<file path="config.mk">
export PLATFORM = sky130hd
export DESIGN_NAME = rvm_div
export DESIGN_NICKNAME = d
export VERILOG_FILES = /design/src/design/rvm_pkg.sv /design/src/design/rvm_div.sv
export SDC_FILE = /design/constraint.sdc
export NUM_CORES = 1
export LEC_CHECK = 0
export BUFFER_PORTS_ARGS = -buffer_cell sky130_fd_sc_hd__buf_2
export CAP_MARGIN = 20
export CORE_MARGIN = 5
export CORE_UTILIZATION = 60
export DETAILED_ROUTE_END_ITERATION = 6
export PLACE_DENSITY = 0.81
export REMOVE_ABC_BUFFERS = 1
export SYNTH_ARGS = -nofsm -noshare
export SYNTH_HDL_FRONTEND = slang
export SYNTH_SLANG_ARGS = --single-unit
</file>
<file path="constraint.sdc">
create_clock -name clk_i -period 6.7 [get_ports clk_i]
set_input_delay 1.34 -clock clk_i [delete_from_list [all_inputs] [get_ports clk_i]]
set_output_delay 1.34 -clock clk_i [all_outputs]
set_load 0.05 [all_outputs]
</file>
<file path="src/design/rvm_pkg.sv">
// ----------------------------------------------------------------------------
// rvm_pkg
// Shared types, command codes and helpers for the register VM execute unit.
// ----------------------------------------------------------------------------
package rvm_pkg;

  localparam int unsigned NumRegs  = 32;
  localparam int unsigned RegIdxW  = 5;
  localparam int unsigned XLEN     = 64;
  localparam int unsigned ShiftW   = 6;
  localparam int unsigned InDataW  = 96;
  localparam int unsigned OutDataW = 72;

  typedef enum logic [3:0] {
    CmdNop  = 4'd0,  CmdMov  = 4'd1,  CmdAdd  = 4'd2,  CmdSub  = 4'd3,
    CmdMuli = 4'd4,  CmdMulu = 4'd5,  CmdDivi = 4'd6,  CmdDivu = 4'd7,
    CmdRemi = 4'd8,  CmdRemu = 4'd9,  CmdShl  = 4'd10, CmdShr  = 4'd11,
    CmdSar  = 4'd12, CmdJnz  = 4'd13, CmdRsv0 = 4'd14, CmdRsv1 = 4'd15
  } cmd_e;

  typedef enum logic [2:0] {
    StIdle, StRead, StExec, StMul, StDiv, StWrite, StOut
  } state_e;

  // Start request and status between sequencer and divider
  typedef struct packed {
    logic            start;
    logic            is_signed;
    logic [XLEN-1:0] dividend;
    logic [XLEN-1:0] divisor;
  } div_req_t;

  typedef struct packed {
    logic            done;
    logic [XLEN-1:0] quot;
    logic [XLEN-1:0] rem;
  } div_rsp_t;

  function automatic logic [XLEN-1:0] size_mask(input logic [1:0] sz);
    logic [XLEN-1:0] m;
    case (sz)
      2'd0:    m = 64'h0000_0000_0000_00FF;
      2'd1:    m = 64'h0000_0000_0000_FFFF;
      2'd2:    m = 64'h0000_0000_FFFF_FFFF;
      default: m = '1;
    endcase
    return m;
  endfunction

endpackage

</file>
<file path="src/design/rvm_div.sv">
// ----------------------------------------------------------------------------
// rvm_div
// Radix-2 restoring divider, one quotient bit a cycle, signed via magnitudes.
// ----------------------------------------------------------------------------
module rvm_div (
  input  logic              clk_i,
  input  logic              rst_ni,
  input  rvm_pkg::div_req_t req_i,
  output rvm_pkg::div_rsp_t rsp_o
);
  localparam int unsigned W = rvm_pkg::XLEN;

  logic         busy_q, busy_d;
  logic [6:0]   cnt_q, cnt_d;
  logic [W-1:0] rem_q, rem_d, quo_q, quo_d, dvs_q, dvs_d;
  logic         negq_q, negq_d, negr_q, negr_d;
  logic         na, nb;
  logic [W:0]   trial;
  logic [W-1:0] shifted;

  assign na = req_i.is_signed & req_i.dividend[W-1];
  assign nb = req_i.is_signed & req_i.divisor[W-1];
  assign shifted = {rem_q[W-2:0], quo_q[W-1]};
  assign trial = {rem_q[W-1], shifted} - {1'b0, dvs_q};

  // Load magnitudes, then shift-subtract one bit a cycle
  always_comb begin
    busy_d = busy_q;
    cnt_d  = cnt_q;
    rem_d  = rem_q;
    quo_d  = quo_q;
    dvs_d  = dvs_q;
    negq_d = negq_q;
    negr_d = negr_q;
    if (req_i.start) begin
      busy_d = 1'b1;
      cnt_d  = 7'(W);
      rem_d  = '0;
      quo_d  = na ? (~req_i.dividend + 1'b1) : req_i.dividend;
      dvs_d  = nb ? (~req_i.divisor + 1'b1) : req_i.divisor;
      negq_d = na ^ nb;
      negr_d = na;
    end else if (busy_q) begin
      if (!trial[W]) begin
        rem_d = trial[W-1:0];
        quo_d = {quo_q[W-2:0], 1'b1};
      end else begin
        rem_d = shifted;
        quo_d = {quo_q[W-2:0], 1'b0};
      end
      cnt_d = cnt_q - 7'd1;
      if (cnt_q == 7'd1) busy_d = 1'b0;
    end
  end

  always_ff @(posedge clk_i or negedge rst_ni) begin
    if (!rst_ni) begin
      busy_q <= 1'b0;
      cnt_q  <= '0;
    end else begin
      busy_q <= busy_d;
      cnt_q  <= cnt_d;
    end
  end

  always_ff @(posedge clk_i) begin
    rem_q  <= rem_d;
    quo_q  <= quo_d;
    dvs_q  <= dvs_d;
    negq_q <= negq_d;
    negr_q <= negr_d;
  end

  // Done pulses the cycle after the last step; fix signs on the way out
  logic done_q;
  always_ff @(posedge clk_i or negedge rst_ni) begin
    if (!rst_ni) done_q <= 1'b0;
    else         done_q <= busy_q && (cnt_q == 7'd1);
  end

  assign rsp_o.done = done_q;
  assign rsp_o.quot = negq_q ? (~quo_q + 1'b1) : quo_q;
  assign rsp_o.rem  = negr_q ? (~rem_q + 1'b1) : rem_q;

  a_cnt_range: assert property (@(posedge clk_i) disable iff (!rst_ni)
    busy_q |-> (cnt_q != 7'd0 && cnt_q <= 7'(W)))
    else $error("divider count out of range");
  a_done_end: assert property (@(posedge clk_i) disable iff (!rst_ni)
    done_q |-> !busy_q)
    else $error("divider done while busy");
  a_start_busy: assert property (@(posedge clk_i) disable iff (!rst_ni)
    req_i.start |=> busy_q)
    else $error("divider did not start");
endmodule
</file>
======== Yosys cells after proc, flatten, opt, wreduce, memory -nomap -nowiden ========
Index checks and enable logic that the tools add are counted.
word-level totals
  register bits after elaboration ......... 203
  word-level logic and storage cells ...... 37
cells by class
  mux-type cells .......................... 13
  bitwise gates (word level) .............. 7
  equality and inequality tests ........... 1
  reductions and logical operators ........ 2
  $add $sub $neg .......................... 6
operators by type and width
  kind                                                                number
  64-bit 2-to-1 mux                                                   7
  64-bit by 1-bit adder with 64-bit output, second input constant     4
  64-bit inverter                                                     4
  65-bit by 64-bit subtractor with 65-bit output                      1
  7-bit 2-to-1 mux                                                    2
  7-bit by 1-bit == test with 1-bit output, second input constant     1
  7-bit by 1-bit subtractor with 7-bit output, second input constant  1
  1-bit 2-to-1 mux                                                    4
  1-bit bitwise AND                                                   2
  2-bit nonzero test                                                  1
  1-bit logical AND                                                   1
  1-bit bitwise XOR                                                   1

======== Logic depth before layout (Yosys ltp) ========
Gate-level depths: netlist (run 1).
  depth after elaboration ................. 4
  depth in mapped cells ................... 14
  depth with buffers taken out ............ 13

======== Least setup slack after synthesis (run 1) ========
Ideal clock, no wire load.
  kind .................................... register to output
  from .................................... register quo_q[15]
  to ...................................... output port rsp_o[124] (netlist bit)
  stages on the path, launching flop included .. 12
  arrival time ............................ 3,841 ps
  slack ................................... 1,519 ps
  buffers on the path ..................... 1
  path through ............................ edfxtp_1 -> or4_1 -> nor4_2 -> and3b_1 -> and3_1 -> nand3_1 -> or4_1 -> buf_2 -> or3_1 -> or3_1 -> o41ai_2 -> xnor2_1
RTL lines
  element                 line           RTL
  from (decl)             rvm_div.sv:15  logic [W-1:0] rem_q, rem_d, quo_q, quo_d, dvs_q, dvs_d;
  from (signal assigned)  rvm_div.sv:68  quo_q <= quo_d;
  to (decl)               rvm_div.sv:9   output rvm_pkg::div_rsp_t rsp_o

==> run metrics, run 1 <==
global-route wire length before repair 81.56 mm; top_reg_cell synth edfxtp_1; power per cell area 463.2 mW/mm^2; WL met3 4.813 mm; Cell Int Power 0.004215 W; initial antenna violation count 8; Ports 261; Clock Power Share 0.156; Layout area overhead 13.61%; Setup Skew 11.44 ps; RSZ-0062 raised after global routing no; Worst Path Arrival 4760 ps; Resize count post-CTS 0; number of buffers created by CTS 24; Max-Cap Viols 0; chip height 178.7 um; CP startpoint quo_q[14]; Clk pin slew, worst setup/hold paths 60 ps; Mapped Area 0.01708 sq mm; register area share after synthesis 0.3168; top cell type's share of synthesized area 0.2286; Post-synth EDFFs 130; Crit path depth 11; Syn Inst Count 2127; crit path kind reg -> out; drt total wl 51.58 mm; First-pass DRT Iterations 6; row cnt 61; Worst Tran Pin Value 964.8 ps; relative slew slack 0.3509; clock root buffer clkbuf_16; metal2 WL 23.24 mm; Reg power frac 0.232; Reg2Reg Launch Point rem_q[39]; H-tree levels 1; period utilisation layout 0.9102; top post-synthesis cells by area edfxtp_1 (23%), xnor2_1 (11%), dfxtp_1 (7.5%), a21oi_1 (6.1%), nor2_1 (5.1%); Final Util 0.6945; Lkg Pwr 7.904 nW; Placer Congestion 0.9739; Reg2Reg Setup Slack 2320 ps; Die X 178.7 um; post-DP HPWL 39.54 mm; fraction of layout cells with a size suffix above 1 0.1465; filler instances 2319; DR DRC count 0; vias 16670; f_max 164.0 MHz; Antenna Nets Post-Route 0; CP max-delay cell or4_1; maximum root-to-sink buffer count 3; worst r2r path cells 10; worst-path maximum fanout 7; Remaining Overflow, GRT 0; Post-CTS Repair Setup Buffers 0; synthesized flop and latch total 203; Distinct cells, synth 77; Worst-Skew Late Latency 530 ps; Final TNS setup 0 ps; met1 wire length 21.70 mm; leading area contributor after synthesis edfxtp_1; # port buffers 260; largest delay contributor family on the critical path simple AND/OR/NAND/NOR gates; Avg WL per Cell 19.04 um; core box area 0.02793 sq mm; VDD IR max 0.2488 mV; critical path endpoint category primary output; Slew Viols, Final 0; FFs w/ async S/R, synth 0.04433; die area 0.03193 sq mm; Switch Pwr 0.004770 W; cts hold-fix bufs 0; number of global-route vias before repair 15800; r2r endpoint rem_q[9]; Hold/Removal Path Class reg -> reg; Vias/cell 6.155; fin crit period 6098 ps; # setup viols final 0; Buf+Inv Stages, Crit Path 1; uppermost layer routed met5; critical path data required time 5360 ps; DP Area 0.01853 sq mm; warnings from Yosys 0; Fin. Hold Viols 0; Sw Ratio 0.5309; synthesized area per cell 8.028 sq um; Sink Count 203; Critical Path Sink rsp_o[127]; largest net degree at the start of global routing 170; Initial DRC Count 1666; GRT Overall Usage 0.3146; Layout Nets 2514; status finished, final reports clean; final instance area 0.01940 sq mm; CTS tree done; Starting Density 0.6113; Startpoint Class flop; Comb power frac 0.612; CP Cell Sequence or4_1 > nor4_2 > and3b_1 > and3_1 > nand3_1 > or4_1 > or3_1 > or3_1 > o31ai_1 > xnor2_1 > buf_2; delay of the slowest cell on the worst path 590 ps
## sequential cells by signal, summed over array words and instances (netlist names)
signal  cells
busy_q      1
cnt_q       7
done_q      1
dvs_q      64
negq_q      1
negr_q      1
quo_q      64
rem_q      64
## cells in the mapped netlist (28+ instances only)
library cell and n:
a21oi_1 209, a311oi_1 36, clkbuf_1 104, dfxtp_1 64, edfxtp_1 130, ha_1 70, inv_1 116, nand2_1 221
nand4_1 32, nor2_1 234, nor3_1 46, o21ai_0 112, o31ai_1 52, o41ai_1 28, xnor2_1 220, xor2_1 88
## power by group through the flow
| stage | Clock, W | Sequential (W) | Combinational [W] |
|---|---|---|---|
| 3_3_place_gp | 0 | 0.00207 | 0.00538 |
| 2_1_floorplan | 0 | 0.00197 | 0.00417 |
| 4_1_cts | 0.00142 | 0.00206 | 0.00545 |
| 3_5_place_dp | 0 | 0.00209 | 0.00542 |
| 5_1_grt | 0.00147 | 0.00212 | 0.00590 |
| 6_report | 0.00140 | 0.00208 | 0.00550 |
## routing by layer
layer / vias to the layer above / global-route usage
li1: 8007 / -
met4: 12 / 0.1020
met1: 7788 / 0.4273
met2: 729 / 0.5069
met5: - / 0
met3: 138 / 0.06305
## layout make-up
type,count,area [sq um],share of cell area
clock buffer,29,640.6,0.03302
tap,378,473.0,0.02438
sequential,203,5411,0.2789
timing repair buffer,272,1433,0.07385
inverter,117,439.2,0.02264
multi-input combinational,1693,10800,0.5569
clock inverter,13,190.2,0.009803
antenna,4,10.01,0.0005160
## placed cells by master, fill, tap and decap left out, drive strengths merged, types with 53 or more instances in the layout
| cell type | instances |
|---|---|
| nor2 | 235 |
| a21oi | 209 |
| o21ai | 132 |
| xor2 | 88 |
| dfxtp | 64 |
| buf | 271 |
| xnor2 | 220 |
| o31ai | 53 |
| ha | 70 |
| nand2 | 222 |
| edfxtp | 130 |
| inv | 116 |
## logic make-up after synthesis
| family | Yosys count | synth area share |
|---|---|---|
| flops | 203 | 0.3168 |
| buf+inv | 231 | 0.05151 |
| compound gates | 593 | 0.2206 |
| fa+ha+maj | 71 | 0.05247 |
| xor+xnor | 308 | 0.1580 |
| simple gates | 716 | 0.1976 |
| mux | 5 | 0.003078 |
## metrics by stage
step / instances / total power (W) / setup WS [ps] / hold WS (ps)
floorplan: 2013 / 0.006141 / 1192 / 473.9
global placement: 2662 / 0.007443 / 1245 / 493.1
detailed placement: 2662 / 0.007510 / 1187 / 497.6
CTS: 2704 / 0.008931 / 614.3 / 523.9
global route: 2707 / 0.009492 / 438.8 / 555.6
finish: 2709 / 0.008985 / 601.9 / 523.5
## worst reg2reg max path: cells and delay by family, from the launching register on
family | cells | cell delay, ps
simple gates | 4 | 1470
compound gates | 3 | 1070
buf+inv | 1 | 620
fa+ha+maj | 1 | 540
flops | 1 | 410
xor+xnor | 1 | 150
## how the worst min path moves through the flow
stage                     startpoint         to  cells after the start
after floorplan            rem_q[57]  rem_q[57]                      2
after global placement      cnt_q[6]   cnt_q[6]                      2
after detailed placement    cnt_q[6]   cnt_q[6]                      2
after CTS                   cnt_q[6]   cnt_q[6]                      2
after global routing        cnt_q[6]   cnt_q[6]                      2
final                       cnt_q[6]   cnt_q[6]                      2
No activity file was read; power rests on OpenSTA's default activity.
==> inputs of run 2 (changes only) <==
--- a/config.mk
+++ b/config.mk
@@ -8,9 +8,9 @@
 export BUFFER_PORTS_ARGS = -buffer_cell sky130_fd_sc_hd__buf_2
 export CAP_MARGIN = 20
 export CORE_MARGIN = 5
-export CORE_UTILIZATION = 60
+export CORE_UTILIZATION = 35
 export DETAILED_ROUTE_END_ITERATION = 6
-export PLACE_DENSITY = 0.81
+export PLACE_DENSITY = 0.51
 export REMOVE_ABC_BUFFERS = 1
 export SYNTH_ARGS = -nofsm -noshare
 export SYNTH_HDL_FRONTEND = slang
==> run metrics, run 2 (synthesis results as in run 1) <==
status finished, final reports clean; power per cell area 465.2 mW/mm^2 (+0.45%); Worst Min Path Start cnt_q[6]; critical path data required time 5360 ps (about the same); Worst-Skew Late Latency 580 ps (+50 ps); worst-path maximum fanout 7 (unchanged); maximum root-to-sink buffer count 3 (unchanged); Final Util 0.4094 (-0.2851); Switch Pwr 0.004902 W (+2.8%); VDD IR max 0.2973 mV (+19%); Resize count post-CTS 0 (unchanged); Slew Viols, Final 0 (unchanged); f_max 162.3 MHz (-1.1%); CP max-delay cell or4_1; GRT Overall Usage 0.2067 (-0.1079); Die X 230.9 um (+29%); CP Cell Sequence or4_1 > nor4_2 > and3b_1 > and3_1 > nand3_1 > or4_1 > or3_1 > or3_1 > o41ai_2 > xnor2_1 > buf_2; Worst Path Arrival 4820 ps (+60 ps); Lkg Pwr 8.020 nW (+1.5%); Layout area overhead 16.63%; Fin. Hold Viols 0 (unchanged); Vias/cell 5.431 (-12%); cts hold-fix bufs 0 (unchanged); Setup Skew 18.69 ps (+7.255 ps); Final TNS setup 0 ps (unchanged); commonest non-fill, non-tap cells in the layout buf_2 (259), nor2_1 (234), nand2_1 (221), xnor2_1 (219), a21oi_1 (209); die area 0.05330 sq mm (+67%); # port buffers 260 (unchanged); number of buffers created by CTS 28 (+17%); Antenna Nets Post-Route 0 (unchanged); CTS tree done; chip height 230.9 um (+29%); Worst Hold Path Cells 2 (unchanged); drt total wl 57.53 mm (+12%); number of global-route vias before repair 15680 (-0.78%); vias 16130 (-3.3%); post-DP HPWL 44.86 mm (+13%); Initial DRC Count 969 (-42%); Reg power frac 0.224 (-0.008); Remaining Overflow, GRT 0 (unchanged); Worst Tran Pin Value 981.0 ps (+16.28 ps); Max-Cap Viols 0 (unchanged); Reg2Reg Setup Slack 2250 ps (-70 ps); r2r endpoint rem_q[52]; initial antenna violation count 11 (+3); Ports 261 (unchanged); RSZ-0062 raised after global routing no; largest net degree at the start of global routing 120 (-29%); Post-CTS Repair Setup Buffers 0 (unchanged); row cnt 81 (+33%); crit path kind reg -> out; # setup viols final 0 (unchanged); period utilisation layout 0.9199 (+0.009686); Sw Ratio 0.5291 (-0.001817); largest registers dvs_q: 64 flops, quo_q: 64 flops, rem_q: 64 flops; H-tree levels 1 (unchanged); fraction of layout cells with a size suffix above 1 0.1538 (+0.007240); Cell Int Power 0.004363 W (+3.5%); final instance area 0.01991 sq mm (+2.7%); Startpoint Class flop; First-pass DRT Iterations 5 (-1); commonest non-fill, non-tap cell in the layout buf_2; delay of the slowest cell on the worst path 610 ps (+20 ps); critical path endpoint category primary output; Clk pin slew, worst setup/hold paths 60 ps (about the same); Comb power frac 0.598 (-0.014); DP Area 0.01886 sq mm (+1.8%); Starting Density 0.3510 (-0.2603); core box area 0.04865 sq mm (+74%); Sink Count 203 (unchanged); worst r2r path cells 13 (+3); Min-Delay Endpoint cnt_q[6]; DR DRC count 0 (unchanged); Avg WL per Cell 19.38 um (+1.8%); Layout Nets 2522 (+0.32%); Hold/Removal Path Class reg -> reg; relative slew slack 0.3453 (-0.005645); Clock Power Share 0.178 (+0.022); clock root buffer clkbuf_16; Reg2Reg Launch Point quo_q[63]; fin crit period 6163 ps (+64.90 ps); Placer Congestion 0.9085 (-6.7%); global-route wire length before repair 89.32 mm (+9.5%)
[run 2: cell types whose count changed in the layout (fill, tap and decap cells not counted)]
cell	previous run	this run
clkinv_4	0	4
nor2_1	233	234
nor2_2	1	0
clkinv_1	5	2
clkbuf_16	25	28
diode_2	4	6
clkinv_2	2	7
inv_6	0	2
clkinv_8	0	1
bufinv_16	5	6
buf_4	10	14
clkbuf_1	4	1
[run 2: worst max-delay path: cells and delay by family (launching register included)]
kind | cells | cell delay (ps)
and+or+nand+nor | 8 | 3030
DFF | 1 | 440
AOI/OAI and AO/OA | 1 | 360
buffers and inverters | 1 | 280
xor gates and xnor gates | 1 | 150
[run 2: metrics by stage]
stage	total power, W	setup slack [ps]	hold WS, ps	cells
floorplan	0.006141	1192	473.9	2013
global placement	0.007608	1145	492.1	2910
detailed placement	0.007642	1098	499.3	2910
CTS	0.009329	461.0	517.1	2962
global route	0.009873	272.0	551.2	2968
finish	0.009265	537.0	526.0	2969
[run 2: power by group through the flow]
stage | logic (W) | registers (W) | clock network, W
global route | 0.00601 | 0.00212 | 0.00174
detailed placement | 0.00555 | 0.00209 | 0
finish | 0.00554 | 0.00207 | 0.00165
CTS | 0.00557 | 0.00206 | 0.00170
global placement | 0.00554 | 0.00207 | 0
floorplan | 0.00417 | 0.00197 | 0
[run 2: layout make-up]
cell class	count	area, sq um
tap	622	778.2
clock inverter	23	302.8
multi-input combinational	1693	10800
timing repair buffer	276	1463
sequential	203	5411
clock buffer	29	704.4
inverter	117	439.2
fill	5029	28730
antenna	6	15.01
[run 2: how the worst max path moves through the flow]
stage	startpoint	endpoint	slack, ps
after floorplan	rem_q[0]	rem_q[57]	1190
after global placement	quo_q[15]	rsp_o[124]	1150
after detailed placement	quo_q[15]	rsp_o[124]	1100
after CTS	quo_q[15]	rsp_o[124]	460
after global routing	quo_q[15]	rsp_o[124]	270
final	quo_q[15]	rsp_o[124]	540
[run 2: layer usage]
metal / track usage / vias up / part of all wire / wire length (um)
met2: 0.3418 / 426 / 0.46 / 26700
met1: 0.2767 / 7585 / 0.44 / 25440
met4: 0.04996 / 10 / 0.024 / 1392
li1: - / 8018 / - / -
met3: 0.04563 / 87 / 0.069 / 3943
met5: 0 / - / 0.00099 / 57
==> inputs of run 3 (changes only) <==
--- a/config.mk
+++ b/config.mk
@@ -10,6 +10,7 @@
 export CORE_MARGIN = 5
 export CORE_UTILIZATION = 35
 export DETAILED_ROUTE_END_ITERATION = 6
+export GPL_TIMING_DRIVEN = 0
 export PLACE_DENSITY = 0.51
 export REMOVE_ABC_BUFFERS = 1
 export SYNTH_ARGS = -nofsm -noshare
==> constraint.sdc (replaced) <==
create_clock -name clk_i -period 6.7 [get_ports clk_i]
set_input_delay 1.34 -clock clk_i [delete_from_list [all_inputs] [get_ports clk_i]]
set_output_delay 1.34 -clock clk_i [all_outputs]
set_load 0.1 [all_outputs]
==> run metrics, run 3 (synthesis results as in run 1) <==
fin crit period 6385 ps (+222.4 ps); Switch Pwr 0.006344 W (+29%); f_max 156.6 MHz (-3.5%); Worst-Skew Late Latency 560 ps (-20 ps); VDD IR max 0.5829 mV (+96%); row cnt 81 (unchanged); largest delay contributor family on the critical path simple AND/OR/NAND/NOR gates; Remaining Overflow, GRT 0 (unchanged); maximum root-to-sink buffer count 3 (unchanged); CP Cell Sequence or4_1 > nor4_2 > and3b_1 > and3_1 > nand3_1 > or4_1 > or3_1 > or3_1 > o41ai_1 > xnor2_1 > buf_2; Placer Congestion 0.9347 (+2.9%); Post-Place Cells 2911 (+0.034%); Initial DRC Count 968 (-0.10%); Layout Nets 2522 (unchanged); status finished, final reports clean; Ports 261 (unchanged); CTS tree done; delay of the slowest cell on the worst path 640 ps (+30 ps); final instance area 0.02002 sq mm (+0.53%); critical path endpoint category primary output; Setup Skew 13.87 ps (-4.819 ps); Sink Count 203 (unchanged); largest net degree at the start of global routing 97 (-19%); worst-path maximum fanout 7 (unchanged); Vias/cell 5.460 (+0.53%); Slew Viols, Final 0 (unchanged); core box area 0.04865 sq mm (unchanged); period utilisation layout 0.9531 (+0.03320); # setup viols final 0 (unchanged); H-tree levels 1 (unchanged); Die X 230.9 um (unchanged); Post-Place Worst Slack 706.1 ps (-392.0 ps); Antenna Nets Post-Route 0 (unchanged); RSZ-0062 raised after global routing no; Clock Power Share 0.136 (-0.042); relative slew slack 0.2438 (-0.1015); Fin. Hold Viols 0 (unchanged); Reg power frac 0.196 (-0.028); Startpoint Class flop; number of buffers created by CTS 28 (unchanged); total power 0.01062 W (+15%); vias 16210 (+0.50%); Sw Ratio 0.5974 (+0.06828); chip height 230.9 um (unchanged); First-pass DRT Iterations 5 (unchanged); Lkg Pwr 8.052 nW (+0.39%); global-route wire length before repair 87.65 mm (-1.9%); Avg WL per Cell 18.83 um (-2.8%); crit path kind reg -> out; Layout area overhead 17.24%; Clk pin slew, worst setup/hold paths 60 ps (about the same); Buf+Inv Stages, Crit Path 1 (unchanged); Max-Cap Viols 0 (unchanged); non-filler cells in the finished layout 2968 (-0.034%); Comb power frac 0.667 (+0.069); initial antenna violation count 16 (+5); Hold/Removal Path Class reg -> reg; cts hold-fix bufs 0 (unchanged); Worst Tran Pin Value 1130 ps (+149.1 ps); Starting Density 0.3510 (unchanged); fraction of layout cells with a size suffix above 1 0.1516 (-0.002136); Setup WS post-layout 314.5 ps (-222.4 ps); number of global-route vias before repair 15700 (+0.13%); clock root buffer clkbuf_16; drt total wl 55.90 mm (-2.8%); die area 0.05330 sq mm (unchanged); commonest non-fill, non-tap cells in the layout buf_2 (256), nor2_1 (233), nand2_1 (220), xnor2_1 (219), a21oi_1 (209); # port buffers 260 (unchanged); Final TNS setup 0 ps (unchanged); Worst Path Arrival 5050 ps (+230 ps); DR DRC count 0 (unchanged); GRT Overall Usage 0.2014 (-0.005374); CP max-delay cell or4_1; largest registers dvs_q: 64 flops, quo_q: 64 flops, rem_q: 64 flops; critical path data required time 5360 ps (about the same); commonest non-fill, non-tap cell in the layout buf_2; filler instances 5035 (+0.12%); post-DP HPWL 44.24 mm (-1.4%); Cell Int Power 0.004275 W (-2.0%); DP Area 0.01909 sq mm (+1.2%); power per cell area 530.5 mW/mm^2 (+14%)
## run 3: what timing repair did
action                     4_1_cts  5_1_grt
setup buffers                    0        0
setup endpoints to repair        0        3
gates resized for setup          0        5
## run 3: routing by layer
| layer | up-vias | wire length [um] | track usage |
|---|---|---|---|
| met2 | 419 | 26040 | 0.3382 |
| met1 | 7626 | 24250 | 0.2612 |
| met3 | 93 | 4060 | 0.05264 |
| li1 | 8048 | - | - |
| met5 | - | 120 | 0 |
| met4 | 20 | 1417 | 0.04588 |
## run 3: power groups by stage
stage	sequential (W)	clock, W	combinational [W]
final	0.00209	0.00145	0.00709
after global routing	0.00214	0.00154	0.00757
after CTS	0.00208	0.00150	0.00711
after detailed placement	0.00210	0	0.00709
after global placement	0.00212	0	0.00698
after floorplan	0.00199	0	0.00569
## run 3: path summary, 6_finish.rpt
| path | endpoint | slack, ps | start | depth (start not counted) |
|---|---|---|---|---|
| worst max-delay path | rsp_o[121] | 310 | quo_q[15] | 11 |
| worst min-delay path | cnt_q[6] | 510 | cnt_q[6] | 2 |
| worst max register to register | rem_q[20] | 1770 | quo_q[63] | 15 |
| worst min register to register | cnt_q[6] | 510 | cnt_q[6] | 2 |
| max in group asynchronous | busy_q | 5870 | rst_ni | 1 |
| min in group asynchronous | busy_q | 630 | rst_ni | 1 |
## run 3: cell type report
type	count	area, sq um	share of cell area
repair buffers	276	1649	0.08237
flip-flops and latches	203	5414	0.2704
inverters	117	441.7	0.02206
multi-input cells	1693	10820	0.5405
diodes	5	12.51	0.0006250
clock inverters	11	60.06	0.003000
well taps	622	778.2	0.03887
clock buffers	41	843.3	0.04213
## run 3: tightest hold or removal path, stage by stage, from the launching register on
cell and delay, ps:
dfrtp_1 350, xor2_1 70, nand2_1 60
## run 3: through the flow
step | util | hold WS, ps
after floorplan | - | 473.9
after global placement | 0.3847 | 488.0
after detailed placement | 0.3925 | 493.2
after CTS | 0.4110 | 510.9
after global routing | 0.4115 | 533.9
final | 0.4115 | 509.0
